`src/rtl/bssc_pkg.sv`:
```
// ----------------------------------------------------------------------------
// bssc_pkg
// shared types, constants and modular arithmetic for the step sequence counter
// ----------------------------------------------------------------------------
package bssc_pkg;

    localparam int CNT_W = 30;

    localparam logic [CNT_W-1:0] COUNT_MOD = 30'd1000000007;
    localparam logic [31:0]      MOD_X1    = 32'd1000000007;
    localparam logic [31:0]      MOD_X2    = 32'd2000000014;

    localparam logic [7:0] MAX_VALUE_RST = 8'd100;

    typedef enum logic [2:0] {
        ST_IDLE = 3'b001,
        ST_RUN  = 3'b010,
        ST_HOLD = 3'b100
    } t_state;

    // controller to datapath
    typedef struct packed {
        logic load;   // capture the accepted item, restart the sweep
        logic run;    // sweep in progress
        logic first;  // item seeds a new sequence
        logic emit;   // move the total into the output register
    } t_dp_cmd;

    // datapath to controller
    typedef struct packed {
        logic sweep_done;
        logic last;
        logic out_busy;
    } t_dp_sts;

    // (a + b + c) mod p for operands already below p
    function automatic logic [CNT_W-1:0] mod_sum3(input logic [CNT_W-1:0] a,
                                                  input logic [CNT_W-1:0] b,
                                                  input logic [CNT_W-1:0] c);
        logic [31:0] s;
        s = {2'b00, a} + {2'b00, b} + {2'b00, c};
        if (s >= MOD_X2) begin
            s = s - MOD_X2;
        end else if (s >= MOD_X1) begin
            s = s - MOD_X1;
        end
        return s[CNT_W-1:0];
    endfunction

    // (a + b) mod p for operands already below p
    function automatic logic [CNT_W-1:0] mod_add2(input logic [CNT_W-1:0] a,
                                                  input logic [CNT_W-1:0] b);
        logic [CNT_W:0] s;
        s = {1'b0, a} + {1'b0, b};
        if (s >= {1'b0, COUNT_MOD}) begin
            s = s - {1'b0, COUNT_MOD};
        end
        return s[CNT_W-1:0];
    endfunction

endpackage

```
`src/rtl/bssc_ram.sv`:
```
// ----------------------------------------------------------------------------
// bssc_ram
// simple dual port ram, one write and one registered read port
// ----------------------------------------------------------------------------
module bssc_ram #(
    parameter int WIDTH = 30,
    parameter int DEPTH = 128
) (
    input  logic                     i_clk,
    input  logic                     i_we,
    input  logic [$clog2(DEPTH)-1:0] i_waddr,
    input  logic [WIDTH-1:0]         i_wdata,
    input  logic                     i_re,
    input  logic [$clog2(DEPTH)-1:0] i_raddr,
    output logic [WIDTH-1:0]         o_rdata
);

    logic [WIDTH-1:0] r_mem [DEPTH];
    logic [WIDTH-1:0] r_rdata;

    always_ff @(posedge i_clk) begin
        if (i_we) begin
            r_mem[i_waddr] <= i_wdata;
        end
        if (i_re) begin
            r_rdata <= r_mem[i_raddr];
        end
    end

    assign o_rdata = r_rdata;

endmodule

```
`src/rtl/bssc_datapath.sv`:
```
// ----------------------------------------------------------------------------
// bssc_datapath
// count memory sweep with three-entry window, running total, output register
// ----------------------------------------------------------------------------
module bssc_datapath #(
    parameter int VALUE_SLOTS = 128
) (
    input  logic                i_clk,
    input  logic                i_rst_n,
    input  logic                i_cfg_we,
    input  logic [7:0]          i_cfg_wdata,
    input  logic [7:0]          i_s_tdata,
    input  logic                i_s_tlast,
    input  logic                i_m_tready,
    output logic                o_m_tvalid,
    output logic [31:0]         o_m_tdata,
    input  bssc_pkg::t_dp_cmd   i_cmd,
    output bssc_pkg::t_dp_sts   o_sts
);

    localparam int AW = $clog2(VALUE_SLOTS);
    localparam int CW = $clog2(VALUE_SLOTS + 3);
    localparam int XW = (CW > 9) ? CW : 9;
    localparam logic [CW-1:0] SLOTS_C  = CW'(VALUE_SLOTS);
    localparam logic [CW-1:0] DONE_CNT = CW'(VALUE_SLOTS + 2);

    logic [7:0]                 r_max_value;
    logic [7:0]                 r_fixed;
    logic                       r_last;
    logic [CW-1:0]              r_cnt;
    logic [bssc_pkg::CNT_W-1:0] r_prev;
    logic [bssc_pkg::CNT_W-1:0] r_cur;
    logic                       r_wen;
    logic [AW-1:0]              r_waddr;
    logic [bssc_pkg::CNT_W-1:0] r_wdata;
    logic [bssc_pkg::CNT_W-1:0] r_acc;
    logic                       r_out_valid;
    logic [bssc_pkg::CNT_W-1:0] r_out_data;

    logic                       rd_en;
    logic [bssc_pkg::CNT_W-1:0] rd_data;
    logic [XW-1:0]              cnt_x;
    logic [XW-1:0]              max_x;
    logic [XW-1:0]              fix_x;
    logic [CW-1:0]              v_idx;
    logic                       in_sweep;
    logic                       next_ok;
    logic                       keep;
    logic [bssc_pkg::CNT_W-1:0] next_val;
    logic [bssc_pkg::CNT_W-1:0] sum_val;
    logic [bssc_pkg::CNT_W-1:0] n_wdata;

    // at sweep count i, slot i is read and slot i-2 is computed
    always_comb begin
        rd_en    = i_cmd.run && (r_cnt < SLOTS_C);
        cnt_x    = XW'(r_cnt);
        max_x    = XW'(r_max_value);
        fix_x    = XW'(r_fixed);
        v_idx    = r_cnt - CW'(2);
        in_sweep = i_cmd.run && (r_cnt >= CW'(2)) && (r_cnt <= SLOTS_C + CW'(1));
        // upper neighbor exists only below the active limit
        next_ok  = (cnt_x <= max_x) && (r_cnt <= SLOTS_C);
        next_val = next_ok ? rd_data : '0;
        // slot lies below the limit and matches the fixed value if any
        keep     = (cnt_x <= max_x + XW'(1)) &&
                   ((r_fixed == 8'd0) || (cnt_x == fix_x + XW'(1)));
        sum_val  = bssc_pkg::mod_sum3(r_prev, r_cur, next_val);
        if (!keep) begin
            n_wdata = '0;
        end else if (i_cmd.first) begin
            n_wdata = bssc_pkg::CNT_W'(1);
        end else begin
            n_wdata = sum_val;
        end
    end

    bssc_ram #(
        .WIDTH (bssc_pkg::CNT_W),
        .DEPTH (VALUE_SLOTS)
    ) u_counts (
        .i_clk   (i_clk),
        .i_we    (r_wen),
        .i_waddr (r_waddr),
        .i_wdata (r_wdata),
        .i_re    (rd_en),
        .i_raddr (r_cnt[AW-1:0]),
        .o_rdata (rd_data)
    );

    always_ff @(posedge i_clk) begin
        if (!i_rst_n) begin
            r_max_value <= bssc_pkg::MAX_VALUE_RST;
            r_cnt       <= '0;
            r_wen       <= 1'b0;
            r_acc       <= '0;
            r_out_valid <= 1'b0;
        end else begin
            if (i_cfg_we) begin
                r_max_value <= i_cfg_wdata;
            end
            if (i_cmd.load) begin
                r_cnt <= '0;
                r_acc <= '0;
            end else if (i_cmd.run) begin
                r_cnt <= r_cnt + CW'(1);
            end
            r_wen <= in_sweep;
            if (r_wen) begin
                r_acc <= bssc_pkg::mod_add2(r_acc, r_wdata);
            end
            if (i_cmd.emit) begin
                r_out_valid <= 1'b1;
            end else if (i_m_tready) begin
                r_out_valid <= 1'b0;
            end
        end
    end

    always_ff @(posedge i_clk) begin
        if (i_cmd.load) begin
            r_fixed <= i_s_tdata;
            r_last  <= i_s_tlast;
        end
        if (i_cmd.run) begin
            if (r_cnt == '0) begin
                r_cur <= '0;
            end else begin
                r_prev <= r_cur;
                r_cur  <= rd_data;
            end
        end
        r_waddr <= v_idx[AW-1:0];
        r_wdata <= n_wdata;
        if (i_cmd.emit) begin
            r_out_data <= r_acc;
        end
    end

    assign o_m_tvalid       = r_out_valid;
    assign o_m_tdata        = {2'b00, r_out_data};
    assign o_sts.sweep_done = i_cmd.run && (r_cnt == DONE_CNT);
    assign o_sts.last       = r_last;
    assign o_sts.out_busy   = r_out_valid && !i_m_tready;

    a_no_rw_clash: assert property (@(posedge i_clk) disable iff (!i_rst_n)
        (r_wen && rd_en) |-> (r_waddr != r_cnt[AW-1:0]))
        else $error("count write hits the slot being read");

    a_acc_reduced: assert property (@(posedge i_clk) disable iff (!i_rst_n)
        r_acc < bssc_pkg::COUNT_MOD)
        else $error("running total not reduced");

    a_done_in_run: assert property (@(posedge i_clk) disable iff (!i_rst_n)
        (r_cnt == DONE_CNT) |-> i_cmd.run)
        else $error("sweep counter at end outside a sweep");

    a_emit_free: assert property (@(posedge i_clk) disable iff (!i_rst_n)
        i_cmd.emit |=> r_out_valid && (r_out_data == $past(r_acc)))
        else $error("total not loaded into output register");

endmodule

```
`src/rtl/bssc_ctrl.sv`:
```
// ----------------------------------------------------------------------------
// bssc_ctrl
// item sequencer: accept, sweep, hand over the total
// ----------------------------------------------------------------------------
module bssc_ctrl (
    input  logic              i_clk,
    input  logic              i_rst_n,
    input  logic              i_s_tvalid,
    output logic              o_s_tready,
    output bssc_pkg::t_dp_cmd o_cmd,
    input  bssc_pkg::t_dp_sts i_sts
);

    bssc_pkg::t_state r_state;
    bssc_pkg::t_state n_state;
    logic             r_first;
    logic             n_first;

    always_comb begin
        n_state     = r_state;
        n_first     = r_first;
        o_cmd.load  = 1'b0;
        o_cmd.run   = 1'b0;
        o_cmd.first = r_first;
        o_cmd.emit  = 1'b0;
        o_s_tready  = 1'b0;
        case (r_state)
            bssc_pkg::ST_IDLE: begin
                o_s_tready = 1'b1;
                if (i_s_tvalid) begin
                    o_cmd.load = 1'b1;
                    n_state    = bssc_pkg::ST_RUN;
                end
            end
            bssc_pkg::ST_RUN: begin
                o_cmd.run = 1'b1;
                if (i_sts.sweep_done) begin
                    if (i_sts.last) begin
                        n_state = bssc_pkg::ST_HOLD;
                    end else begin
                        n_first = 1'b0;
                        n_state = bssc_pkg::ST_IDLE;
                    end
                end
            end
            bssc_pkg::ST_HOLD: begin
                if (!i_sts.out_busy) begin
                    o_cmd.emit = 1'b1;
                    n_first    = 1'b1;
                    n_state    = bssc_pkg::ST_IDLE;
                end
            end
            default: begin
                n_state = bssc_pkg::ST_IDLE;
            end
        endcase
    end

    always_ff @(posedge i_clk) begin
        if (!i_rst_n) begin
            r_state <= bssc_pkg::ST_IDLE;
            r_first <= 1'b1;
        end else begin
            r_state <= n_state;
            r_first <= n_first;
        end
    end

    a_state_onehot: assert property (@(posedge i_clk) disable iff (!i_rst_n)
        $onehot(r_state))
        else $error("sequencer state not one-hot");

    a_emit_not_busy: assert property (@(posedge i_clk) disable iff (!i_rst_n)
        o_cmd.emit |-> !i_sts.out_busy)
        else $error("total emitted over a waiting result");

    a_first_after_emit: assert property (@(posedge i_clk) disable iff (!i_rst_n)
        o_cmd.emit |=> r_first && o_s_tready)
        else $error("sequence not rearmed after result");

endmodule

```
`src/rtl/bounded_step_sequence_counter.sv`:
```
// ----------------------------------------------------------------------------
// bounded_step_sequence_counter
// counts bounded-step sequences with fixed positions, modulo 1000000007
// ----------------------------------------------------------------------------
// sweep: each accepted item walks the count memory through the single read port,
//   one slot a cycle; a new item is accepted only once the previous sweep is done,
//   and a last item also waits in hold until the output register is free
// result: o_m_tvalid rises once a last item's sweep is done and its total is emitted
// reset: synchronous active low; max_value returns to 100, next item seeds
//   the counts, count memory is not cleared (the seeding sweep writes all slots)
// ----------------------------------------------------------------------------
module bounded_step_sequence_counter #(
    parameter int VALUE_SLOTS = 128
) (
    input  logic        i_clk,
    input  logic        i_rst_n,
    // configuration: max_value
    input  logic        i_cfg_we,
    input  logic [7:0]  i_cfg_wdata,
    // input items
    input  logic        i_s_tvalid,
    output logic        o_s_tready,
    input  logic [7:0]  i_s_tdata,   // [7:0] position_value
    input  logic        i_s_tlast,   // last_position
    // result items
    output logic        o_m_tvalid,
    input  logic        i_m_tready,
    output logic [31:0] o_m_tdata    // [29:0] sequence_count, [31:30] zero
);

    // command and status between sequencer and datapath
    bssc_pkg::t_dp_cmd cmd;
    bssc_pkg::t_dp_sts sts;

    // sequencer: idle -> sweep -> (hold for output slot on a last item) -> idle
    bssc_ctrl u_ctrl (
        .i_clk      (i_clk),
        .i_rst_n    (i_rst_n),
        .i_s_tvalid (i_s_tvalid),
        .o_s_tready (o_s_tready),
        .o_cmd      (cmd),
        .i_sts      (sts)
    );

    // datapath: count memory, neighbor window, modular adders, output register
    // the output register lets a new item start while a result waits
    bssc_datapath #(
        .VALUE_SLOTS (VALUE_SLOTS)
    ) u_dp (
        .i_clk       (i_clk),
        .i_rst_n     (i_rst_n),
        .i_cfg_we    (i_cfg_we),
        .i_cfg_wdata (i_cfg_wdata),
        .i_s_tdata   (i_s_tdata),
        .i_s_tlast   (i_s_tlast),
        .i_m_tready  (i_m_tready),
        .o_m_tvalid  (o_m_tvalid),
        .o_m_tdata   (o_m_tdata),
        .i_cmd       (cmd),
        .o_sts       (sts)
    );

endmodule
```
`config.mk`:
```
export PLATFORM = sky130hd
export DESIGN_NAME = bounded_step_sequence_counter
export DESIGN_NICKNAME = d
export VERILOG_FILES = /design/src/rtl/bssc_pkg.sv /design/src/rtl/bssc_ram.sv /design/src/rtl/bssc_datapath.sv /design/src/rtl/bssc_ctrl.sv /design/src/rtl/bounded_step_sequence_counter.sv
export SDC_FILE = /design/constraint.sdc
export NUM_CORES = 2
export LEC_CHECK = 0
export BUFFER_PORTS_ARGS = -buffer_cell sky130_fd_sc_hd__buf_2
export CAP_MARGIN = 20
export CORE_ASPECT_RATIO = 0.7
export CORE_MARGIN = 2
export CORE_UTILIZATION = 55
export CTS_BUF_LIST = sky130_fd_sc_hd__clkbuf_4 sky130_fd_sc_hd__clkbuf_8 sky130_fd_sc_hd__clkbuf_16
export CTS_CLUSTER_SIZE = 10
export DETAILED_ROUTE_END_ITERATION = 16
export HOLD_SLACK_MARGIN = 0.06
export PLACE_DENSITY = 0.74
export SYNTH_ARGS = -nofsm -noshare
export SYNTH_HDL_FRONTEND = slang
export SYNTH_HIERARCHICAL = 1
export SYNTH_SLANG_ARGS = --single-unit
export TNS_END_PERCENT = 10
```
`constraint.sdc`:
```
create_clock -name i_clk -period 18.9 [get_ports i_clk]
set_input_delay 0 -clock i_clk [delete_from_list [all_inputs] [get_ports i_clk]]
set_output_delay 0 -clock i_clk [all_outputs]
set_load 0.05 [all_outputs]
```
### After elaboration in Yosys (flattened, before gate mapping)

Memories as Yosys holds them, arrays and structs flattened. A register that Yosys moved wholly into a read port is not among the register bits.
Cells that the tools add are included.
Widths: inputs -> output; s select.

| storage, ports and cells | value |
|---|---|
| memory bits (writable) | 3840 |
| output and inout port bits | 34 |
| word-level logic and storage cells | 92 |
| register bits after elaboration | 188 |
| input port bits | 22 |
| memories | 1 |

| operators by class | value |
|---|---|
| add/subtract/negate cells | 10 |
| $lt $le $gt $ge | 9 |
| reductions and logical operators | 19 |
| multiplexer cells | 26 |
| eq/ne operators | 9 |
| bitwise logic cells | 3 |

Memories:

| memory | words | bits a word | rd ports | clocked after Yosys merged registers in | wr ports | line | text |
|---|---|---|---|---|---|---|---|
| u_dp.u_counts.r_mem | 128 | 30 | 1 | 1 | 1 | bssc_ram.sv:18 | `logic [WIDTH-1:0] r_mem [DEPTH];` |

Operator list:

| cell | number |
|---|---|
| $mux 30 | 6 |
| $sub 30x30->30 const B | 3 |
| $add 30x30->31 | 2 |
| $add 31x30->32 | 1 |
| $ge 32x30->1 const B | 1 |
| $ge 32x31->1 const B | 1 |
| $ge 31x30->1 const B | 1 |
| $add 8x1->9 const B | 2 |
| $le 8x8->1 const B | 2 |
| $logic_not 8->1 | 2 |
| $mux 1 | 14 |
| $mux 3 | 4 |
| $eq 8x9->1 | 1 |
| $le 8x9->1 | 1 |
| $pmux 3 s3 | 1 |
| $add 8x1->8 const B | 1 |
| $eq 8x8->1 const B | 1 |
| $ge 8x2->1 const B | 1 |
| $le 8x8->1 | 1 |
| $lt 8x8->1 const B | 1 |
| $ne 2x2->1 const B | 4 |
| $logic_and 1x1->1 | 7 |
| $sub 7x2->7 const B | 1 |
| $reduce_bool 2->1 | 3 |
| other kinds (11) | 14 |

### Depth between registers and ports, before layout

| logic depth | value |
|---|---|
| depth in word-level cells | 8 |
| gate-level depth with buffers | 31 |
| gate-level depth less buffers | 27 |

### Cells and area by module

The synthesis kept the hierarchy.

By module, submodules not included:

| module | cells an instance | area an instance (µm²) | sequential area each (µm²) | times used |
|---|---|---|---|---|
| bssc_ram | 5628 | 146842.1 | 116211.5 | 1 |
| bssc_datapath | 1525 | 13900.8 | 4674.5 | 1 |
| bssc_ctrl | 20 | 192.7 | 80.1 | 1 |

### Worst setup path after synthesis

Ideal clock, no wire load.

| path | value |
|---|---|
| path kind | reg2reg |
| start point | register u_dp.r_cnt[1] |
| end point | register u_dp/r_wdata[6] in the netlist's numbering |
| library setup time | 0.071 ns |
| stages on the path, launching flop included | 29 |
| slack | 12.551 ns |
| data arrival time | 6.279 ns |
| path buffers | 2 |
| required time | 18.829 ns |
| clock period less this slack | 6.349 ns |
| path through | dfxtp_1 -> ha_1 -> nor2b_1 -> o21a_1 -> o21ai_0 -> nand2b_1 -> a21oi_1 -> o21ai_0 -> o31a_1 -> a21oi_1 -> clkbuf_1 -> and2_1 -> fa_1 -> ha_1 -> inv_1 -> fa_1 -> nor2b_4 -> o2111a_1 -> a211oi_4 -> o211ai_4 -> or4b_1 -> a311o_1 -> o2111ai_2 -> a311oi_2 -> or2_1 -> buf_6 -> o31a_1 -> or3_1 -> a21oi_1 |

| between the ends | value |
|---|---|
| longest elaborated chain between the ends | 7 |
| elaborated cells on any way between the ends | 17 |
| classes of those cells | add/sub (3); order compare (5); eq/ne (1); mux (3); bitwise (1); reduce/logical (4) |

RTL lines:

| what | line | text |
|---|---|---|
| start, declared | bssc_datapath.sv:30 | `logic [CW-1:0] r_cnt;` |
| start signal, assigned | bssc_datapath.sv:105 | `r_cnt <= r_cnt + CW'(1);` |
| $le 8x8->1 | bssc_datapath.sv:62 | `next_ok = (cnt_x <= max_x) && (r_cnt <= SLOTS_C);` |
| $logic_and 1x1->1 | bssc_datapath.sv:62 |  |
| $mux 30 | bssc_datapath.sv:63 | `next_val = next_ok ? rd_data : '0;` |
| $add 31x30->32 | bssc_pkg.sv:41 | `s = {2'b00, a} + {2'b00, b} + {2'b00, c};` |
| $sub 30x30->30 or $ge 32x30->1 (tied branches) | bssc_pkg.sv:45, bssc_pkg.sv:44 |  |
| $mux 30 | bssc_pkg.sv:44 | `end else if (s >= MOD_X1) begin` |
| $mux 30 | bssc_pkg.sv:42 | `if (s >= MOD_X2) begin` |
| end signal, assigned | bssc_datapath.sv:133 | `r_wdata <= n_wdata;` |
| end, declared | bssc_datapath.sv:35 | `logic [bssc_pkg::CNT_W-1:0] r_wdata;` |

Several ways; a longest one is shown, not always the timed one.
A chain may end at the register's enable or synchronous reset.

### Worst setup path after layout

Ends and elaborated chain as after synthesis.

==> flow_summary_export.csv <==
group,metric,value,unit
run_status,status,"finished, final reports clean",
placed_design,placed_cell_area,0.167,mm2
placed_design,place.port_buffers,53,
placed_design,gp_congestion,0.864,
floorplan,die_area,0.297,mm2
critical_path,regToRegEndpoint,"u_dp/r_wdata[6]$_SDFF_PP0_",
layout,layout_commonest_cell,"sky130_fd_sc_hd__edfxtp_1",
critical_path,crit_family,"compound AO/OA/AOI/OAI gates",
critical_path,worstSetupStartpointType,"flip-flop",
timing,whs,368,ps
timing,tightestPinTransition,1170,ps
layout,finalNetCount,7729,
power_and_ir_drop,power_density,97.2,mW/mm2
power_and_ir_drop,fin_total_pwr,17.5,mW
drt,vias,81008,
yosys,synthesis.instances,7173,
cts,numCtsBuffers,448,
hold_path,whs_path_depth,3,
floorplan,die_y,457,um
timing,setup-tns-final,0,ps
power_and_ir_drop,vdd_drop_max,0.0958,mV
critical_path,cp_max_fo,39,
layout,multi_input_comb_area,0.0392,mm2
hold_path,hold_end,"u_dp/r_fixed[1]$_DFFE_PP_",
drt,drc,0,
global_routing,grt_start_max_net_pins,152,
critical_path,worstPathRequired,19720,ps
critical_path,worst_path_max_delay_cell,"sky130_fd_sc_hd__dfxtp_4",
layout,fillCellCount,19032,
yosys,synth-main-ff-cell,"sky130_fd_sc_hd__edfxtp_1",
layout,post_layout_nonfiller_instances,11552,
critical_path,r2r_start,"u_dp/r_cnt[1]$_SDFFE_PP0P_",
power_and_ir_drop,share_seq_of_total_power,55.5,%
layout,most-common-layout-cells,"3969 x sky130_fd_sc_hd__edfxtp_1, 1260 x sky130_fd_sc_hd__mux4_2, 457 x sky130_fd_sc_hd__clkbuf_16",
timing,final.period_utilization,43.8,%
drt,route.detailed.wl_per_inst,37.3,um
cts,cts.repair_timing.setup_buffer_count,0,
cts,htree_num_levels,5,
global_routing,first_global_vias,80118,
floorplan,boundaryPins,56,
critical_path,critical_path_class,"reg2reg",
power_and_ir_drop,switchingPower,3.36,mW
yosys,ys_seq_area_share,75.2,%
timing,final_period_minus_worst_setup_slack,8270,ps
cts,clock_tree.root_cell,"sky130_fd_sc_hd__clkbuf_16",
cts,clk-insertion-delay-late,940,ps
placed_design,dp_hpwl,232,mm
timing,timing.slew.headroom,21.9,%
timing,timing.final.setup_violations,0,
yosys,synth.lib_cells_used.distinct,97,
floorplan,fp.coreArea,0.292,mm2
critical_path,arrival,9100,ps
power_and_ir_drop,p_int,14.2,mW
yosys,netlist_area,0.161,mm2
global_routing,track_usage,29.0,%
power_and_ir_drop,swShare,19.2,%
yosys,async_flop_share,0,%
cts,clock_sinks,4058,
timing,unrepaired_setup_endpoints_after_global_routing,"false",
cts,ctsLongestPathBuffers,4,
hold_path,hold_path_startpoint,"i_s_tvalid",
layout,drive_gt1_share,30.4,%
critical_path,timing.reg2reg.worst_path_depth,28,
drt,dr.pass1.iters,7,
layout,seqCellArea,0.121,mm2
global_routing,grt_pass1_wl,607,mm
timing,fin_worst_skew,48.4,ps
critical_path,setup.reg_to_reg.worst_slack,10630,ps
drt,route.antenna.remaining_nets,0,
yosys,count_of_yosys_warnings_during_synthesis,6,
layout,synthToLayoutAreaGrowth,12.0,%
hold_path,hp-class,"in2reg",
floorplan,die_width,651,um
power_and_ir_drop,power_frac_comb,1.0,%
timing,hold_violations,0,
floorplan,start_util,55.2,%
cts,clk_pin_slew,60,ps
cts,tritoncts_clock_tree,"done",
power_and_ir_drop,portion_of_total_power_attributed_to_the_clock_network,43.5,%
yosys,synth_edf_count,3969,
layout,finish.instance_area,0.180,mm2
yosys,yosys_register_bits,4058,
flow_run,cap_viol_max_count,0,
placed_design,post-place-cells,10933,
timing,fmax,121,MHz
yosys,ys_top_cells_by_area,"sky130_fd_sc_hd__edfxtp_1 74%, sky130_fd_sc_hd__mux4_2 18%, sky130_fd_sc_hd__dfxtp_1 1.1%, sky130_fd_sc_hd__ha_1 0.70%, sky130_fd_sc_hd__clkbuf_1 0.60%",
global_routing,grt_overflow_total,0,
yosys,synth_area_leader_cell,"sky130_fd_sc_hd__edfxtp_1",
yosys,synthDominantCellAreaShare,74.1,%
critical_path,crit_path_end_kind,"flip-flop",
power_and_ir_drop,static-leakage-power,43.9,nW
global_routing,initial_antenna_violation_count,41,
drt,drt-total-wl,431,mm
critical_path,worstPathBufferInverterCount,3,
timing,final_max_slew_viol_count,0,
drt,viasPerCell,7.01,
yosys,synthesis.area_per_instance,22.4,um2
floorplan,num_rows,166,
drt,drtIter0Drc,13881,
critical_path,slowest_delay,950,ps
## state kept, by name, summed over array words and instances (netlist names)
name / flops
u_dp/u_counts/o_rdata: 30
u_dp/o_m_tvalid: 1
u_dp/r_cur: 30
u_dp/r_last: 1
u_dp/r_wdata: 30
u_dp/r_fixed: 8
u_dp/r_wen: 1
u_dp/r_max_value: 8
u_dp/r_waddr: 7
u_dp/r_acc: 30
u_dp/r_out_data: 30
u_ctrl/r_state: 3
u_ctrl/r_first: 1
u_dp/r_prev: 30
u_dp/u_counts/r_mem: 3840
u_dp/r_cnt: 8
## power by group through the flow
stage	clock, mW	sequential (mW)	combinational, mW
2_1_floorplan	0	9.92	0.127
3_3_place_gp	0	9.92	0.160
3_5_place_dp	0	9.92	0.161
4_1_cts	7.71	9.73	0.171
5_1_grt	8.02	9.73	0.189
6_report	7.63	9.74	0.173
## cells by family (layout without fill, tap and decap cells)
family          count (synthesis)  in the layout  synth area share (%)
flops                        4058           4058                  75.2
mux                          1312           1312                  18.0
simple gates                  710            710                  2.18
compound gates                435            435                  1.89
buf+inv                       429            929                  1.10
fa+ha+maj                     122            122                  1.10
xor+xnor                      106            106                 0.582
other cells                     1             16               0.00233
## cell type report
cell class              instances  area share, %
diodes                         14         0.0194
clock buffers                 525           6.63
repair buffers                340           1.55
inverters                      50          0.104
multi-input cells            2687           21.7
flip-flops and latches       4058           67.2
well taps                    3864           2.68
clock inverters                14          0.110
## per-layer routing
layer	routed length [um]	GRT usage, %
met5	196	0
met4	11800	7.47
met3	64400	9.59
met2	194000	42.7
met1	160000	42.4
## how the worst max path moves through the flow
stage	depth (start not counted)	slack [ps]	start	to
2_1_floorplan	28	12550	u_dp/r_cnt[1]$_SDFFE_PP0P_	u_dp/r_wdata[6]$_SDFF_PP0_
3_3_place_gp	26	9940	u_dp/r_cnt[1]$_SDFFE_PP0P_	u_dp/r_wdata[6]$_SDFF_PP0_
3_5_place_dp	26	9930	u_dp/r_cnt[1]$_SDFFE_PP0P_	u_dp/r_wdata[6]$_SDFF_PP0_
4_1_cts	26	9890	u_dp/r_cnt[1]$_SDFFE_PP0P_	u_dp/r_wdata[6]$_SDFF_PP0_
5_1_grt	28	9870	u_dp/r_cnt[1]$_SDFFE_PP0P_	u_dp/r_wdata[6]$_SDFF_PP0_
6_report	28	10630	u_dp/r_cnt[1]$_SDFFE_PP0P_	u_dp/r_wdata[6]$_SDFF_PP0_
## through the flow
stage	setup slack, ps	util [%]
2_1_floorplan	12550	-
3_3_place_gp	9940	57.4
3_5_place_dp	9930	57.4
4_1_cts	9890	61.7
5_1_grt	9870	61.8
6_report	10630	61.8
## cells in the mapped netlist (all sizes together), types with 50 or more instances
library cell	number
a21oi	87
buf	121
clkbuf	258
dfxtp	89
edfxtp	3969
ha	90
inv	50
mux4	1260
nand2	136
nand3	53
nor2	235
nor2b	66
o21ai	104
xnor2	70
## worst reg2reg max path: cells and delay by family, from the launching register on
family	cells	cell delay, ps
compound gates	13	3170
xor+xnor	1	740
fa+ha+maj	4	1400
buf+inv	3	520
flops	1	950
simple gates	7	1450
## repair_timing
item / in CTS / in global routing
hold buffers: 58 / 0
hold endpoints to repair: 73 / 0
resized for setup: 0 / 0
Note: power is estimated with default switching activity, not from simulation.
